<file path="src/rtl/drs_pkg.sv">
// shared types and constants for the dense row to sparse unit
// no dependencies
package drs_pkg;
    localparam int ValueBits  = 64;
    localparam int ModBits    = 16;
    localparam int ColumnBits = 16;
    localparam logic [ModBits-1:0] ModulusReset = 16'd32003;

    localparam logic [0:0] RegModulus   = 1'b0;
    localparam logic [0:0] RegNormalize = 1'b1;

    typedef struct packed {
        logic [ValueBits-1:0] value;
        logic                 end_of_row;
    } drs_in_t;

    typedef struct packed {
        logic                  entry_valid;
        logic [ColumnBits-1:0] column;
        logic [ModBits-1:0]    scalar;
        logic                  row_done;
        logic                  row_empty;
        logic                  too_long;
    } drs_out_t;

    // front to back queue entry
    typedef struct packed {
        logic [ValueBits-1:0]  value;
        logic                  end_of_row;
        logic [ColumnBits-1:0] column;
        logic                  too_long;
    } drs_job_t;
endpackage

</file>
<file path="src/rtl/drs_if.sv">
// valid/ready channel interface carrying a payload struct
// no dependencies
interface drs_if #(parameter type payload_t = logic) (input logic clk);
    logic     valid;
    logic     ready;
    payload_t data;
    modport source (output valid, output data, input ready);
    modport sink (input valid, input data, output ready);
endinterface

</file>
<file path="src/rtl/drs_front.sv">
// front part: accepts beats, tracks column counter and wrap, queues jobs
// depends on drs_pkg
module drs_front #(
    parameter int COLUMN_BITS = drs_pkg::ColumnBits
) (
    input  logic                clk,
    input  logic                rst_n,
    input  logic                in_valid,
    output logic                in_ready,
    input  drs_pkg::drs_in_t    in_data,
    output logic                job_valid,
    input  logic                job_ready,
    output drs_pkg::drs_job_t   job_data
);
    import drs_pkg::*;

    logic [COLUMN_BITS-1:0] col_reg, col_next;
    logic                   ovf_reg, ovf_next;
    // two entry queue
    drs_job_t               q_reg [2];
    logic                   wp_reg, rp_reg;
    logic [1:0]             cnt_reg;
    logic                   push, pop;
    drs_job_t               job_new;

    assign in_ready  = (cnt_reg != 2'd2);
    assign push      = in_valid && in_ready;
    assign job_valid = (cnt_reg != 2'd0);
    assign pop       = job_valid && job_ready;
    assign job_data  = q_reg[rp_reg];

    always_comb
    begin
        job_new = '0;
        job_new.value      = in_data.value;
        job_new.end_of_row = in_data.end_of_row;
        job_new.too_long   = ovf_reg;
        job_new.column     = ColumnBits'(col_reg);
        col_next = col_reg;
        ovf_next = ovf_reg;
        if (in_data.end_of_row)
        begin
            col_next = '0;
            ovf_next = 1'b0;
        end
        else if (col_reg == {COLUMN_BITS{1'b1}})
        begin
            col_next = '0;
            ovf_next = 1'b1;
        end
        else
        begin
            col_next = col_reg + 1'b1;
        end
    end

    always_ff @(posedge clk or negedge rst_n)
    begin
        if (!rst_n)
        begin
            col_reg <= '0;
            ovf_reg <= 1'b0;
            wp_reg  <= 1'b0;
            rp_reg  <= 1'b0;
            cnt_reg <= 2'd0;
        end
        else
        begin
            if (push)
            begin
                col_reg <= col_next;
                ovf_reg <= ovf_next;
                wp_reg  <= ~wp_reg;
            end
            if (pop)
                rp_reg <= ~rp_reg;
            cnt_reg <= cnt_reg + {1'b0, push} - {1'b0, pop};
        end
    end

    always_ff @(posedge clk)
    begin
        if (push)
            q_reg[wp_reg] <= job_new;
    end
endmodule

</file>
<file path="src/rtl/drs_back.sv">
// back part: serial 64-bit remainder, euclid inverse, scaling, output register
// depends on drs_pkg
module drs_back (
    input  logic                      clk,
    input  logic                      rst_n,
    input  logic [drs_pkg::ModBits-1:0] modulus,
    input  logic                      normalize,
    input  logic                      job_valid,
    output logic                      job_ready,
    input  drs_pkg::drs_job_t         job_data,
    output logic                      out_valid,
    input  logic                      out_ready,
    output drs_pkg::drs_out_t         out_data
);
    import drs_pkg::*;

    typedef enum logic [2:0] {S_IDLE, S_REM, S_EVAL, S_DIV, S_EUC, S_FIX, S_MREM, S_OUT}
        state_t;

    state_t               state_reg;
    drs_job_t             job_reg;
    logic [6:0]           bit_reg;
    logic [ModBits:0]     rem_reg;
    logic [ModBits-1:0]   s_reg;
    logic                 seen_reg;
    logic [ModBits-1:0]   scale_reg;
    // euclid registers
    logic [ModBits-1:0]   r0_reg, r1_reg, q_reg, dr_reg;
    logic signed [ModBits+1:0] t0_reg, t1_reg;
    logic [4:0]           dbit_reg;
    logic [2*ModBits-1:0] prod_reg;
    logic [5:0]           pbit_reg;
    drs_out_t             out_reg;
    logic                 valid_reg;

    logic [ModBits:0]     rem_shift;
    logic [ModBits:0]     drem_shift;
    logic signed [2*ModBits+3:0] tq;

    assign job_ready = (state_reg == S_IDLE);
    assign out_valid = valid_reg;
    assign out_data  = out_reg;

    assign rem_shift  = {rem_reg[ModBits-1:0], job_reg.value[bit_reg[5:0]]};
    assign drem_shift = {dr_reg, r0_reg[dbit_reg[3:0]]};
    assign tq = $signed({2'b00, q_reg}) * t1_reg;

    always_ff @(posedge clk or negedge rst_n)
    begin
        if (!rst_n)
        begin
            state_reg <= S_IDLE;
            valid_reg <= 1'b0;
            seen_reg  <= 1'b0;
            scale_reg <= 16'd1;
        end
        else
        begin
            // a beat leaving in the output state is replaced there
            if (valid_reg && out_ready && state_reg != S_OUT)
                valid_reg <= 1'b0;
            unique case (state_reg)
                S_IDLE:
                begin
                    if (job_valid)
                    begin
                        job_reg   <= job_data;
                        bit_reg   <= 7'd63;
                        rem_reg   <= '0;
                        state_reg <= S_REM;
                    end
                end
                S_REM:
                begin
                    // restoring division, one dividend bit per cycle
                    if (rem_shift >= {1'b0, modulus})
                        rem_reg <= rem_shift - {1'b0, modulus};
                    else
                        rem_reg <= rem_shift;
                    if (bit_reg == 7'd0)
                        state_reg <= S_EVAL;
                    bit_reg <= bit_reg - 7'd1;
                end
                S_EVAL:
                begin
                    s_reg <= (modulus < 16'd2) ? '0 : rem_reg[ModBits-1:0];
                    if (modulus < 16'd2 || rem_reg == '0 || !normalize)
                        state_reg <= S_OUT;
                    else if (!seen_reg)
                    begin
                        r0_reg <= modulus;
                        r1_reg <= rem_reg[ModBits-1:0];
                        t0_reg <= '0;
                        t1_reg <= 18'sd1;
                        dr_reg <= '0;
                        q_reg  <= '0;
                        dbit_reg <= 5'd15;
                        state_reg <= S_DIV;
                    end
                    else
                    begin
                        prod_reg <= scale_reg * rem_reg[ModBits-1:0];
                        rem_reg  <= '0;
                        pbit_reg <= 6'd31;
                        state_reg <= S_MREM;
                    end
                end
                S_DIV:
                begin
                    // r0 / r1, one quotient bit per cycle
                    if (drem_shift >= {1'b0, r1_reg})
                    begin
                        dr_reg <= 16'(drem_shift - {1'b0, r1_reg});
                        q_reg  <= {q_reg[ModBits-2:0], 1'b1};
                    end
                    else
                    begin
                        dr_reg <= drem_shift[ModBits-1:0];
                        q_reg  <= {q_reg[ModBits-2:0], 1'b0};
                    end
                    if (dbit_reg == 5'd0)
                        state_reg <= S_EUC;
                    dbit_reg <= dbit_reg - 5'd1;
                end
                S_EUC:
                begin
                    r0_reg <= r1_reg;
                    r1_reg <= dr_reg;
                    t0_reg <= t1_reg;
                    t1_reg <= 18'(t0_reg - tq);
                    dr_reg <= '0;
                    q_reg  <= '0;
                    dbit_reg <= 5'd15;
                    if (dr_reg == '0)
                        state_reg <= S_FIX;
                    else
                        state_reg <= S_DIV;
                end
                S_FIX:
                begin
                    // t0 lies within (-m, m)
                    if (t0_reg < 0)
                        scale_reg <= 16'(t0_reg + $signed({2'b00, modulus}));
                    else
                        scale_reg <= t0_reg[ModBits-1:0];
                    s_reg <= 16'd1;
                    state_reg <= S_OUT;
                end
                S_MREM:
                begin
                    if ({rem_reg[ModBits-1:0], prod_reg[pbit_reg[4:0]]} >= {1'b0, modulus})
                        rem_reg <= {rem_reg[ModBits-1:0], prod_reg[pbit_reg[4:0]]}
                                   - {1'b0, modulus};
                    else
                        rem_reg <= {rem_reg[ModBits-1:0], prod_reg[pbit_reg[4:0]]};
                    if (pbit_reg == 6'd0)
                        state_reg <= S_OUT;
                    pbit_reg <= pbit_reg - 6'd1;
                end
                S_OUT:
                begin
                    if (!valid_reg || out_ready)
                    begin
                        logic nz;
                        logic [ModBits-1:0] sv;
                        nz = (s_reg != '0);
                        sv = (pbit_reg == 6'h3f && normalize && seen_reg && nz)
                             ? rem_reg[ModBits-1:0] : s_reg;
                        valid_reg <= 1'b1;
                        out_reg.entry_valid <= nz;
                        out_reg.column      <= nz ? job_reg.column : '0;
                        out_reg.scalar      <= nz ? sv : '0;
                        out_reg.row_done    <= job_reg.end_of_row;
                        out_reg.row_empty   <= job_reg.end_of_row && !(seen_reg || nz);
                        out_reg.too_long    <= job_reg.too_long;
                        if (job_reg.end_of_row)
                        begin
                            seen_reg  <= 1'b0;
                            scale_reg <= 16'd1;
                        end
                        else if (nz)
                            seen_reg <= 1'b1;
                        pbit_reg  <= '0;
                        state_reg <= S_IDLE;
                    end
                end
                default: state_reg <= S_IDLE;
            endcase
        end
    end
endmodule

</file>
<file path="src/rtl/dense_row_to_sparse_mod_p_unit.sv">
// Dense row to sparse converter modulo a 16-bit modulus. Each beat passes
// through the back part in order: taking the job from the queue, the
// bit-serial remainder of the 64-bit value, picking the path and loading
// the output register; the first nonzero entry of a row in normalise mode
// adds the Euclid inverse (Euclid steps of one quotient bit per cycle, then
// a fold of the result), later entries add the product remainder. A stalled
// output holds the back part.
// A two-beat queue lets the front accept while the back works.
// depends on drs_pkg, drs_if, drs_front, drs_back
module dense_row_to_sparse_mod_p_unit #(
    parameter int COLUMN_BITS = drs_pkg::ColumnBits
) (
    input  logic                        clk,
    input  logic                        rst_n,
    drs_if.sink                         in_ch,
    drs_if.source                       out_ch,
    input  logic                        cfg_we,
    input  logic [0:0]                  cfg_index,
    input  logic [drs_pkg::ModBits-1:0] cfg_data
);
    import drs_pkg::*;

    logic [ModBits-1:0] modulus_reg;
    logic               normalize_reg;
    logic               job_valid, job_ready;
    drs_job_t           job_data;

    always_ff @(posedge clk or negedge rst_n)
    begin
        if (!rst_n)
        begin
            modulus_reg   <= ModulusReset;
            normalize_reg <= 1'b1;
        end
        else if (cfg_we)
        begin
            unique case (cfg_index)
                RegModulus:   modulus_reg   <= cfg_data;
                RegNormalize: normalize_reg <= cfg_data[0];
                default: ;
            endcase
        end
    end

    drs_front #(.COLUMN_BITS(COLUMN_BITS)) u_front (
        .clk(clk), .rst_n(rst_n),
        .in_valid(in_ch.valid), .in_ready(in_ch.ready), .in_data(in_ch.data),
        .job_valid(job_valid), .job_ready(job_ready), .job_data(job_data)
    );

    drs_back u_back (
        .clk(clk), .rst_n(rst_n),
        .modulus(modulus_reg), .normalize(normalize_reg),
        .job_valid(job_valid), .job_ready(job_ready), .job_data(job_data),
        .out_valid(out_ch.valid), .out_ready(out_ch.ready), .out_data(out_ch.data)
    );
endmodule

</file>
<file path="src/flat_wrapper.sv">
// flat-port wrapper written by rule: the top's interface ports become plain ports
module dense_row_to_sparse_mod_p_unit_flat import drs_pkg::*;
#(
    parameter int COLUMN_BITS = drs_pkg::ColumnBits
)
  (clk, rst_n, cfg_we, cfg_index, cfg_data, in_ch_valid, in_ch_data, in_ch_ready, out_ch_valid, out_ch_data, out_ch_ready);
  drs_if in_ch_i (.clk(clk));
  drs_if out_ch_i (.clk(clk));
  input  logic clk;
  input  logic rst_n;
  input  logic cfg_we;
  input  logic [0:0] cfg_index;
  input  logic [drs_pkg::ModBits-1:0] cfg_data;
  input wire logic [$bits(in_ch_i.valid)-1:0] in_ch_valid;
  input wire logic [$bits(in_ch_i.data)-1:0] in_ch_data;
  output wire logic [$bits(in_ch_i.ready)-1:0] in_ch_ready;
  output wire logic [$bits(out_ch_i.valid)-1:0] out_ch_valid;
  output wire logic [$bits(out_ch_i.data)-1:0] out_ch_data;
  input wire logic [$bits(out_ch_i.ready)-1:0] out_ch_ready;
  assign in_ch_i.valid = in_ch_valid;
  assign in_ch_i.data = in_ch_data;
  assign in_ch_ready = in_ch_i.ready;
  assign out_ch_valid = out_ch_i.valid;
  assign out_ch_data = out_ch_i.data;
  assign out_ch_i.ready = out_ch_ready;
  dense_row_to_sparse_mod_p_unit #(.COLUMN_BITS(COLUMN_BITS)) u_core (.clk(clk), .rst_n(rst_n), .in_ch(in_ch_i), .out_ch(out_ch_i), .cfg_we(cfg_we), .cfg_index(cfg_index), .cfg_data(cfg_data));
endmodule
</file>
<file path="config.mk">
export PLATFORM = sky130hd
export DESIGN_NAME = dense_row_to_sparse_mod_p_unit_flat
export DESIGN_NICKNAME = d
export VERILOG_FILES = /design/src/rtl/drs_pkg.sv /design/src/rtl/drs_if.sv /design/src/rtl/drs_front.sv /design/src/rtl/drs_back.sv /design/src/rtl/dense_row_to_sparse_mod_p_unit.sv /design/src/flat_wrapper.sv
export SDC_FILE = /design/constraint.sdc
export NUM_CORES = 2
export LEC_CHECK = 0
export BUFFER_PORTS_ARGS = -buffer_cell sky130_fd_sc_hd__buf_2
export CAP_MARGIN = 25
export CORE_ASPECT_RATIO = 1.4
export CORE_MARGIN = 1.5
export CORE_UTILIZATION = 56
export DETAILED_ROUTE_END_ITERATION = 12
export PLACE_DENSITY = 0.75
export REMOVE_ABC_BUFFERS = 1
export SETUP_SLACK_MARGIN = 0.1
export SLEW_MARGIN = 10
export SYNTH_ARGS = -nofsm -noshare
export SYNTH_HDL_FRONTEND = slang
export SYNTH_SLANG_ARGS = --single-unit
</file>
<file path="constraint.sdc">
create_clock -name clk -period 5.9 [get_ports clk]
set_clock_uncertainty 0.15 [all_clocks]
set_input_delay 1.18 -clock clk [delete_from_list [all_inputs] [get_ports clk]]
set_output_delay 1.18 -clock clk [all_outputs]
set_load 0.01 [all_outputs]
</file>
# [Word-level counts from Yosys, hierarchy flattened]
# Memories as Yosys holds them, arrays and structs flattened. A register that Yosys moved wholly into a read port is not among the register bits.
# Cells that the tools add are included.
[totals] elab_cells=176 output_inout_bits=3 memories=1 regBits=307 ram_bits=36 input_bits=23
[classes] reduce_logical=41 order_cmp=8 add_sub_neg=11 bitwise_logic=4 eq_ne=19 n_mux=65 mul=2
[memory_table] name="u_core.u_front.q_reg" depth=2 word_bits=18 read_ports=1 rd_clocked_by_memory_dff=1 wr=1 line="drs_front.sv:20" source="drs_job_t q_reg [2];"
[ops] operator="16-bit 2-to-1 mux" n=13
[ops] operator="16-bit case mux with 2 select lines" n=4
[ops] operator="16-bit case mux with 3 select lines" n=2
[ops] operator="17-bit 2-to-1 mux" n=5
[ops] operator="18-bit 2-to-1 mux" n=4
[ops] operator="18-bit case mux with 2 select lines" n=2
[ops] operator="17-bit case mux with 4 select lines" n=1
[ops] operator="17-bit by 16-bit greater-or-equal comparator with 1-bit output" n=3
[ops] operator="17-bit by 16-bit subtractor with 17-bit output" n=2
[ops] operator="16-bit by 16-bit multiplier with 32-bit output" n=1
[ops] operator="3-bit 2-to-1 mux" n=8
[ops] operator="3-bit case mux with 8 select lines" n=1
[ops] operator="2-bit inequality test (second input constant)" n=10
[ops] operator="18-bit by 1-bit less-than comparator with 1-bit output (second input constant)" n=1
[ops] operator="17-bit by 18-bit multiplier with 18-bit output" n=1
[ops] operator="6-bit 2-to-1 mux" n=3
[ops] operator="6-bit case mux with 3 select lines" n=1
[ops] operator="18-bit subtractor" n=1
[ops] operator="17-bit zero test" n=1
[ops] operator="16-bit by 1-bit adder with 16-bit output (second input constant)" n=1
[ops] operator="16-bit adder" n=1
[ops] operator="16-bit equality test (second input constant)" n=1
[ops] operator="16-bit zero test" n=1
[ops] operator="16-bit by 2-bit less-than comparator with 1-bit output (second input constant)" n=1
[ops] operator="37 further kinds" n=81

# [Depth between registers and ports, before layout]
[logic_depth] word_depth=5 depth_mapped=24 depth_no_buf=22

# [Modules after synthesis]
# From an unflattened synthesis, not the netlist that was laid out.
[hier_totals] cells_unflattened=3415 area_unflattened_um2=38142.8
[modules_own_cells] module="drs_back" instances=1 seq_area_each_um2=9565.4 cells_each=2997 area_each_um2=30331.6
[modules_own_cells] module="drs_front" instances=1 seq_area_each_um2=5450.2 cells_each=379 area_each_um2=7093.1
[modules_own_cells] module="dense_row_to_sparse_mod_p_unit" instances=1 seq_area_each_um2=436.7 cells_each=39 area_each_um2=718.2

# [Worst setup path after synthesis]
# Ideal clock, no wire load.
[synth_timing] path_type="input to register" start="in rst_n" end="reg u_core.u_back.r0_reg[0] (enable)" path_stages=2 t_required_ns=5.172 setup_slack_ns=-0.737 setup_time_ns=0.578 path_buffers=0 t_arrival_ns=5.908 cell_sequence="o21ai_1 nor3_1"
[synth_via] elab_chain_len=1
[synth_rtl] element="start, declared" line="flat_wrapper.sv:10" source="input logic rst_n;"
[synth_rtl] element="4-bit AND reduction (no line)"
[synth_rtl] element="end signal, assigned" line="drs_back.sv:91" source="r0_reg <= modulus;"
[synth_rtl] element="end signal, assigned" line="drs_back.sv:127" source="r0_reg <= r1_reg;"
[synth_rtl] element="end, declared" line="drs_back.sv:28" source="logic [ModBits-1:0] r0_reg, r1_reg, q_reg, dr_reg;"
# Every way passes these cells.
# A chain may end at the register's enable or synchronous reset.

# [Final worst setup path]
[layout_timing] start="reg u_core.u_back.scale_reg[6]" end="reg u_core.u_back.prod_reg[31] (data pin)"
[layout_via] elab_chain_len=1
[layout_rtl] element="start, declared" line="drs_back.sv:26" source="logic [ModBits-1:0] scale_reg;"
[layout_rtl] element="start signal, assigned" line="drs_back.sv:143" source="scale_reg <= 16'(t0_reg + $signed({2'b00, modulus}));"
[layout_rtl] element="start signal, assigned" line="drs_back.sv:145" source="scale_reg <= t0_reg[ModBits-1:0];"
[layout_rtl] element="16-bit by 16-bit multiplier with 32-bit output" line="drs_back.sv:102" source="prod_reg <= scale_reg * rem_reg[ModBits-1:0];"
[layout_rtl] element="end signal, assigned" line="drs_back.sv:102"
[layout_rtl] element="end, declared" line="drs_back.sv:31" source="logic [2*ModBits-1:0] prod_reg;"
# Every way passes these cells.

==> metrics.csv <==
metric;value;unit
layout cell share with drive strength beyond 1;0.1565;
Final GP Congestion;0.9276;
Die Height;265.9;um
hpwl dp;58830;um
Post-synth EDFFs;190;
core outline area;0.04889;mm^2
Synth Area per Inst;9.425;um^2
die area;0.05074;mm^2
violated checks;negative setup slack;
Initial Util;0.5656;
largest net degree at the start of global routing;69;
arrival time at the worst endpoint;6.20;ns
worst r2r src;u_core.u_back.scale_reg[6];
worst-margin pin slew;0.9791;ns
Layout area overhead;14.58;%
crit path to;u_core.u_back.prod_reg[31];
Antenna Violating Nets Remaining;0;
Top-Level Pins;26;
Achievable Freq;0.1665;GHz
#FFs+latches synth;249;
nets;3654;
vias;21768;
Max-cap violations;0;
Largest register FFs;32;
Buf+Inv Stages, Crit Path;6;
TritonCTS Buffers;29;
Synth Flop Type;edfxtp_1;
total stage count of the critical path;23;
1st-pass router iterations;7;
CP Class;flip-flop to flip-flop;
drt drc;0;
Async SR Flop Fraction;0.2369;
part of the cycle the worst path needs;1.018;
vias in the first global route;22981;
final worst slack;-0.1058;ns
FF-to-FF setup slack;-0.11;ns
Worst-path clk slew;0.06;ns
element type at the critical path end;flip-flop;
Worst Path Required;6.09;ns
crit path max fanout;9;
Max-slew headroom;0.3473;
cell taking the most area after synthesis;fa_1;
vias per inst;5.816;
remaining global-route overflow;0;
synth unique cells;77;
RSZ-0062 raised after global routing;true;
CP startpoint kind;flip-flop;
clock sink total;249;
Root Buffer;clkbuf_16;
Tot GR Track Use;0.3034;
first-pass GRT wire length;119700;um
Final Max Slew Viols;0;
initial antenna violation count;0;
worst stage delay on the critical path;0.56;ns
clk buf depth;3;
area share of the largest cell type after synthesis;0.2338;
Worst path slowest cell;fa_1;
Crit path top cell by count;fa_1;
CTS tree;built;
worst-skew pair later-pin latency;0.60;ns
Final Util;0.6481;
minimum clock period after layout;6.006;ns
reg2reg end;u_core.u_back.prod_reg[31];
Detailed Route WL;76280;um
Hold Buf Count CTS;0;
Setup Viol. Count Final;2;
Mapped Cells;2934;
Synth area leaders;fa_1 (23%), edfxtp_1 (21%), ha_1 (10%);
diode count;0;
sequential share of the synthesized area;0.2602;
die width;190.8;um
port bufs;25;
WL/cell;20.38;um
Worst path top cell family by delay;adder cells;
DR iter-0 viols;1521;
worst-path cell chain;buf_6 > and2_1 > fa_1 > inv_1 > fa_1 > fa_1 > inv_1 > ha_1 > fa_1 > inv_1 > fa_1 > inv_1 > ha_4 > o21ai_0 > nor2_1 > a21oi_1 > buf_4 > o211ai_1 > nand3_2 > a31oi_4 > a21o_1 > a21oi_2 > xnor2_1;
Final Hold Vio Count;0;
Post-Syn Area;0.02765;mm^2
Rows;96;
Worst R2R Path Depth;23;
Yosys Warn Count;0;
HP Class;flip-flop to flip-flop;
status;finished with violations;
H-Tree Depth;1;
CP startpoint;u_core.u_back.scale_reg[6];
-- how the worst min path moves through the flow --
| stage | depth (start not counted) | from | end | slack [ns] |
|---|---|---|---|---|
| floorplan | 0 | u_core.u_back.job_reg[0] | u_core.u_back.out_data[0] | 0.25 |
| global placement | 0 | u_core.u_back.job_reg[0] | u_core.u_back.out_data[0] | 0.25 |
| detailed placement | 0 | u_core.u_back.job_reg[0] | u_core.u_back.out_data[0] | 0.27 |
| CTS | 0 | u_core.u_back.job_reg[0] | u_core.u_back.out_data[0] | 0.28 |
| global route | 0 | u_core.u_back.job_reg[0] | u_core.u_back.out_data[0] | 0.30 |
| finish | 0 | u_core.u_back.job_reg[0] | u_core.u_back.out_data[0] | 0.29 |
-- cells in the final DEF, fill, tap and decap left out, types with 52 or more instances in the layout --
cell type and count:
a21oi_1 99, inv_1 438, fa_1 306, nand2_1 423, buf_4 193, and3_1 52
o21ai_0 81, and2_1 187, xnor2_1 98, edfxtp_1 190, ha_1 199, nor2_1 111
-- through the flow --
stage	TNS (ns)	area [um^2]	std cells	setup slack, ns	hold slack, ns
after floorplan	-50.12	27120	2800	-0.7367	0.2503
after global placement	-0.2457	29340	3627	-0.09502	0.2518
after detailed placement	-1.526	29340	3627	-0.3246	0.2720
after CTS	-0.01222	31000	3710	-0.01222	0.2842
after global routing	-0.7766	31680	3743	-0.2264	0.2958
final	-0.1542	31680	3743	-0.1058	0.2875
-- final cells by class --
cell class              count  area [um^2]
inverters                 457         1715
clock buffers              36        804.5
clock inverters            18        225.2
repair buffers            252         2003
multi-input cells        2094        18930
well taps                 637        797.0
flip-flops and latches    249         7206
fillers                  3802        17200
-- Yosys cell counts, drive strengths merged, types with 14 or more instances --
cell type and number:
ha 225, dfrtp 49, nand2 429, and3 55
nand3 24, o21bai 17, and2 198, nor3 42
nand2b 16, xor2 43, clkbuf 120, fa 323
a21o 40, edfxtp 190, nor2 118, mux2i 39
nor4 19, a21oi 115, buf 14, xnor2 100
nand4 18, inv 456, o21ai 115
-- worst register-to-register path, delay by kind of cell (launching register included) --
kind | cells | cell delay (ns)
flops | 1 | 0.40
xor+xnor | 1 | 0.12
simple gates | 3 | 0.54
fa+ha+maj | 7 | 3.07
compound gates | 6 | 0.94
buf+inv | 6 | 0.54
-- routing by layer --
layer | share of wire | up-vias | global-route usage
li1 | - | 9785 | -
met1 | 0.36 | 10901 | 0.3384
met2 | 0.53 | 809 | 0.5571
met3 | 0.051 | 273 | 0.03346
met4 | 0.063 | 0 | 0.1688
met5 | 0 | - | 0
-- timing repair --
| action | 4_1_cts | 5_1_grt |
|---|---|---|
| cloned | 0 | 0 |
| pin swaps | 39 | 67 |
| resized for setup | 80 | 98 |
| setup buffers | 29 | 28 |
| setup endpoints to repair | 20 | 20 |
-- cells by family (layout without fill, tap and decap cells) --
group | count (synthesis) | in the layout | share of synthesized area
mux | 53 | 53 | 0.02348
fa+ha+maj | 548 | 548 | 0.3356
flops | 249 | 249 | 0.2602
xor+xnor | 143 | 143 | 0.04529
buf+inv | 591 | 763 | 0.08135
simple gates | 967 | 967 | 0.1685
compound gates | 383 | 383 | 0.08561
Power is not shown: default switching activity piles up to over one toggle a cycle in this logic, so the estimate is an artifact.
